### config.mk
export PLATFORM = sky130hd
export DESIGN_NAME = hbpa_summary
export DESIGN_NICKNAME = d
export VERILOG_FILES = /design/src/design/hbpa_pkg.sv /design/src/design/hbpa_summary.sv
export SDC_FILE = /design/constraint.sdc
export NUM_CORES = 2
export LEC_CHECK = 0
export BUFFER_PORTS_ARGS = -buffer_cell sky130_fd_sc_hd__buf_2
export CORE_UTILIZATION = 60
export DETAILED_ROUTE_END_ITERATION = 7
export PLACE_DENSITY = 0.82
export RECOVER_POWER = 25
export SLEW_MARGIN = 20
export SYNTH_ARGS = -nofsm -noshare
export SYNTH_HDL_FRONTEND = slang
export SYNTH_SLANG_ARGS = --single-unit
### constraint.sdc
create_clock -name i_clk -period 3.5 [get_ports i_clk]
set_input_delay 0.35 -clock i_clk [delete_from_list [all_inputs] [get_ports i_clk]]
set_output_delay 0.35 -clock i_clk [all_outputs]
set_load 0.1 [all_outputs]
### src/design/hbpa_pkg.sv
// ----------------------------------------------------------------------------
// hbpa_pkg
// Shared types, constants and bitmap helper functions of the page allocator.
// ----------------------------------------------------------------------------
`default_nettype none

package hbpa_pkg;

    localparam int WORD_BITS  = 64;
    localparam int BIT_W      = 6;
    localparam int PAGE_W     = 16;
    localparam int CNT_W      = 17;
    localparam int PAGE_WORDS = 1024;
    localparam int PW_W       = 10;
    localparam int MID_WORDS  = 16;
    localparam int MW_W       = 4;
    localparam int ITEMS1_W   = 11;
    localparam int ITEMS2_W   = 5;

    localparam logic [CNT_W-1:0]    MAX_PAGES    = CNT_W'(65536);
    localparam logic [ITEMS1_W-1:0] MAX_ITEMS1   = ITEMS1_W'(PAGE_WORDS);
    localparam logic [ITEMS2_W-1:0] MAX_ITEMS2   = ITEMS2_W'(MID_WORDS);
    localparam logic [WORD_BITS-1:0] WORD_ONES   = '1;

    typedef enum logic {
        ACT_ALLOC = 1'b0,
        ACT_FREE  = 1'b1
    } t_action;

    typedef enum logic [1:0] {
        STATUS_OK    = 2'd0,
        STATUS_FULL  = 2'd1,
        STATUS_RANGE = 2'd2
    } t_status;

    typedef enum logic [2:0] {
        S_CLEAR,
        S_IDLE,
        S_TOP,
        S_MID,
        S_PAGE,
        S_DONE
    } t_state;

    typedef struct packed {
        logic            clear;
        logic [MW_W-1:0] mid_idx;
        logic            mid_en;
        logic            mid_set;
        logic [BIT_W-1:0] mid_bit;
        logic            top_en;
        logic            top_set;
    } t_sum_cmd;

    function automatic logic [BIT_W-1:0] lowest_zero(input logic [WORD_BITS-1:0] v);
        logic [BIT_W-1:0] r;
        r = BIT_W'(WORD_BITS - 1);
        for (int i = WORD_BITS - 1; i >= 0; i--) begin
            if (!v[i]) begin
                r = BIT_W'(i);
            end
        end
        return r;
    endfunction

    // bits of word w that stand at or beyond n items
    function automatic logic [WORD_BITS-1:0] pad_mask(input logic [CNT_W-1:0] n,
                                                      input logic [PW_W-1:0]  w);
        logic [CNT_W-BIT_W-1:0] n_hi;
        logic [BIT_W-1:0]       n_lo;
        logic [CNT_W-BIT_W-1:0] w_x;
        logic [WORD_BITS-1:0]   r;
        n_hi = n[CNT_W-1:BIT_W];
        n_lo = n[BIT_W-1:0];
        w_x  = (CNT_W-BIT_W)'(w);
        if (w_x < n_hi) begin
            r = '0;
        end else if (w_x == n_hi) begin
            r = ~((WORD_BITS'(1) << n_lo) - WORD_BITS'(1));
        end else begin
            r = '1;
        end
        return r;
    endfunction

endpackage

`default_nettype wire

### src/design/hbpa_summary.sv
// ----------------------------------------------------------------------------
// hbpa_summary
// Middle and top fullness words; set or clear one bit per level per cycle.
// ----------------------------------------------------------------------------
`default_nettype none

module hbpa_summary
    import hbpa_pkg::*;
(
    input  wire logic                 i_clk,
    input  wire logic                 i_rst_n,
    input  wire t_sum_cmd             i_cmd,
    output logic      [WORD_BITS-1:0] o_mid_word,
    output logic      [MID_WORDS-1:0] o_top_word
);

    logic [WORD_BITS-1:0] r_mid [MID_WORDS];
    logic [MID_WORDS-1:0] r_top;

    always_ff @(posedge i_clk) begin
        if (!i_rst_n || i_cmd.clear) begin
            for (int i = 0; i < MID_WORDS; i++) begin
                r_mid[i] <= '0;
            end
            r_top <= '0;
        end else begin
            if (i_cmd.mid_en) begin
                r_mid[i_cmd.mid_idx][i_cmd.mid_bit] <= i_cmd.mid_set;
            end
            if (i_cmd.top_en) begin
                r_top[i_cmd.mid_idx] <= i_cmd.top_set;
            end
        end
    end

    assign o_mid_word = r_mid[i_cmd.mid_idx];
    assign o_top_word = r_top;

endmodule

`default_nettype wire

[Word level (Yosys, flattened, before mapping)]
Memories as Yosys holds them, arrays and structs flattened.
Index checks and enable logic that the tools add are counted.
Storage, ports and cells
  output and inout bits: 80
  bits in writable memories: 1024
  register bits after elaboration: 16
  memories: 1
  bits of input ports: 17
  logic and storage cells: 24
Memory list
  r_mid: depth 16, bits a word 64, rd ports 1, clocked after memory_dff 0, wr ports 16, RTL line hbpa_summary.sv:17  | logic [WORD_BITS-1:0] r_mid [MID_WORDS];
Operators by class
  multiplexer cells: 13
  reduce and logical (&&, ||, !) cells: 5
  order comparisons: 4
Operators by type and width (number)
  2-to-1 mux 64 bit: 3
  OR reduction 64 bit: 1
  bitwise mux 16 bit: 1
  < comparator 6 x 7 -> 1 bit (second input constant): 1
  demux 1 bit (select 6 bit): 1
  greater-or-equal comparator 6 x 1 -> 1 bit (second input constant): 1
  2-to-1 mux 1 bit: 6
  < comparator 4 x 5 -> 1 bit (second input constant): 1
  demux 1 bit (select 4 bit): 1
  greater-or-equal comparator 4 x 1 -> 1 bit (second input constant): 1
  2-to-1 mux 4 bit: 1
  logical AND 1 bit: 2
  logical NOT 1 bit: 1
  logical OR 1 bit: 1

[Longest topological paths before layout]
  depth in word-level cells: 7
  depth in mapped cells: 7
  gate-level depth less buffers: 3

[Worst setup path after synthesis]
OpenSTA, ideal clock, no wires.
  kind: input port to output port
  start: input i_cmd[10] (netlist bit)
  end: output o_mid_word[14]
  slack: 0.961 ns
  arrival: 2.189 ns
  stages on the path: 6
  buffers on the path: 3
  data required time: 3.150 ns
  path through: buf_2 -> buf_2 -> buf_2 -> mux4_2 -> a22oi_1 -> nand2_1
On the way
  word-level cells in the longest chain between the ends: 1
Ends and longest elaborated chain
  start, declared: RTL line hbpa_summary.sv:12  | input wire t_sum_cmd i_cmd,
  memory read (16 x 64 bit)
  end, declared: RTL line hbpa_summary.sv:13  | output logic [WORD_BITS-1:0] o_mid_word,
Every way passes these cells.

==> metrics.md <==
| Metric | Value |
|---|---|
| DR iter-0 viols | `7,703` |
| Clock Tree Buf Depth | `3` |
| H-tree Lvls | `3` |
| Ports | `97` |
| Clock Pin Slew Worst Setup and Hold Paths | `0.06 ns` |
| Post-DR vias/cell | `7.34` |
| Crit-path cells | `buf_2, nor4bb_1, nand2_1, o21ai_0` |
| Initial Util | `60.7%` |
| Power share of the sequential group | `51.4%` |
| Vias in the first global route | `38,500` |
| Post-synth top cells | `1,025 x nor2_1, 1,024 x edfxtp_1, 996 x o21ai_0, 413 x clkbuf_1, 256 x mux4_2` |
| Post-synthesis async set-or-reset flop share | `0%` |
| Post-synth EDFFs | `1,024` |
| Initial DRT Pass Iterations | `8` |
| Clock sink count | `1,040` |
| Top cell type by total area after synthesis | `edfxtp_1` |
| Seq cells post-synth | `1,040` |
| # DRC | `2` |
| Status | `finished with violations` |
| Worst slack, placed | `0.521 ns` |
| CTS tree | `built` |
| PortBufs | `96` |
| WL/cell | `29.8 µm` |
| Register area share after synthesis | `61.1%` |
| Power Internal | `21.0 mW` |
| Max-slew violation count | `368` |
| GRT overflow | `0` |
| Sw frac | `25.0%` |
| Worst Setup End Kind | `flip-flop` |
| Setup Buffers After CTS | `0` |
| Failing checks | `design-rule violations, max-capacitance violations, max-slew violations` |
| Endpoints failing hold | `0` |
| Core area | `0.0838 mm²` |
| Setup Crit Path Kind | `in -> reg` |
| Synth area leaders | `edfxtp_1 60%, mux4_2 11%, o21ai_0 9.8%` |
| Combinational share of power | `9.9%` |
| Post-DP HPWL | `92,700 µm` |
| Initial antenna violation count | `7` |
| Die area | `0.0860 mm²` |
| DIE WIDTH | `293 µm` |
| First-pass GRT wire length | `237,000 µm` |
| CP max-delay cell | `nor4bb_1` |
| CTS buffer count | `102` |
| Required @ worst endpoint | `3.87 ns` |
| Element type at the critical path start | `input port` |
| Mapped Nets | `4,395` |
| Setup-failing EPs final | `0` |
| Row count | `106` |
| GPL Wtd Cong | `0.865` |
| WP data arrival | `3.80 ns` |
| Cts hold-fix bufs | `0` |
| Final min period | `3.43 ns` |
| Count leader, synth | `nor2_1` |
| Post-Syn Instances | `4,378` |
| Unrepaired setup endpoints after global routing | `false` |
| Routed wire length | `162,000 µm` |
| Period utilization | `98.0%` |
| Post-CTS Resized | `0` |
| Type of the worst min-delay path | `in -> reg` |
| Setup ws final | `0.0694 ns` |
| Share of layout cells above drive strength 1 | `15.1%` |
| Peak supply drop | `0.000419 V` |
| Power share of the clock group | `38.7%` |
| Worst Path Buf+Inv | `1` |
| Synth Flop Type | `edfxtp_1` |
| Largest net degree at the start of global routing | `187` |
| Via Count | `39,800` |
| Area share of the largest cell type after synthesis | `60.4%` |
| Unique masters post-synth | `32` |
| Post-route ant nets | `0` |
| Post-Syn Area | `0.0509 mm²` |
| Root Buffer | `clkbuf_16` |
| Max-Cap Viols | `13` |
| Worst Tran Pin Value | `2.13 ns` |
| NetSw | `7.03 mW` |
| Clock Skew | `0 ns` |
| FMAX | `291 MHz` |
| CP peak stage delay | `1.60 ns` |
| Nets | `4,217` |
| Tot GR Track Use | `37.2%` |
| P_leak | `17.8 nW` |
| Worst slew margin | `-42.0%` |
| Final setup TNS | `0 ns` |
| Syn-to-layout area delta | `9.10%` |
| Largest delay share family, worst path | `simple AND/OR/NAND/NOR gates` |
| Power Dens Cells | `506 mW/mm²` |
| Clock Latency Late Sink | `0.70 ns` |
| DIE HEIGHT | `293 µm` |
| Avg Inst Size Synth | `11.6 µm²` |
| Fill count | `5,678` |
| CP max FO | `20` |
| Syn. warnings | `0` |
-- final cells by class --
type                       instances  area (µm²)  share of cell area, %
clock inverter                    59         513                  0.924
antenna                            7        17.5                 0.0316
timing repair buffer             257        2080                   3.74
clock buffer                     129        2710                   4.87
sequential                      1040       31100                   56.0
multi-input combinational       2799       17700                   31.9
tap                             1134        1420                   2.56
-- per-stage QoR --
| step | power, mW | utilization, % | cell area (µm²) | hold WS [ns] | cells |
|---|---|---|---|---|---|
| finish | 28.1 | 66.2 | 55500 | 0.0483 | 5425 |
| global route | 28.6 | 66.2 | 55500 | 0.0745 | 5418 |
| CTS | 28.0 | 66.8 | 56000 | 0.0413 | 5418 |
| detailed placement | 17.4 | 63.0 | 52800 | 0.567 | 5230 |
| global placement | 17.3 | 63.0 | 52800 | 0.559 | 5230 |
| floorplan | 16.6 | - | 50900 | 0.550 | 4378 |
-- worst reg2reg max path: stages (launching register included) --
cell and delay (ns):
dfxtp_1 0.35, a21bo_2 0.22, a21oi_1 0.15
-- kinds of logic (layout without fill, tap and decap cells) --
logic type | Yosys count | count (layout) | share of synthesized area, %
flip-flops | 1040 | 1040 | 61.1
AND/OR/NAND/NOR | 1359 | 1359 | 10.9
multiplexers | 256 | 256 | 11.3
AO/OA/AOI/OAI | 1184 | 1184 | 12.4
other | 0 | 7 | 0
buffers and inverters | 539 | 445 | 4.27
-- per-layer routing --
metal,GRT usage [%],part of all wire [%],vias to the layer above
met5,0,0.030,-
met4,23.5,7.5,8
met3,12.0,18,945
met2,56.2,45,4256
met1,46.8,30,18900
li1,-,-,15700
-- final timing paths --
kind	startpoint	end	slack, ns	cells after the start
max	i_cmd[13]	r_mid[10][1]	0.07	4
min	i_cmd[0]	o_top_word[1]	0.05	3
max reg2reg	o_top_word[9]	o_top_word[9]	2.70	2
min reg2reg	o_top_word[10]	o_top_word[10]	0.58	2
-- sequential cells by signal (all words and copies together) (netlist names) --
register / cells
o_top_word: 16
r_mid: 1024
-- power by group through the flow --
stage / clock network, mW / logic (mW) / registers [mW]
floorplan: 0 / 1.98 / 14.6
global placement: 0 / 2.67 / 14.6
detailed placement: 0 / 2.72 / 14.7
CTS: 10.8 / 2.75 / 14.4
global route: 11.2 / 2.86 / 14.5
finish: 10.9 / 2.78 / 14.4
-- layout by cell type (no fill, tap or decap), types with 5 or more instances in the layout --
cell type / count
nor2_1: 1025
edfxtp_1: 1024
o21ai_0: 1008
mux4_2: 256
nand2_1: 193
a22oi_1: 128
clkbuf_16: 103
nand3_1: 88
buf_4: 80
buf_2: 72
clkbuf_1: 71
buf_12: 41
clkinv_1: 24
clkinv_2: 18
o21ai_1: 16
a21bo_2: 16
a21oi_1: 16
dfxtp_1: 16
clkbuf_2: 10
diode_2: 7
nand2_4: 7
bufinv_16: 7
and3b_1: 6
nor4bb_1: 5
Power figures use the tool's default switching activity.
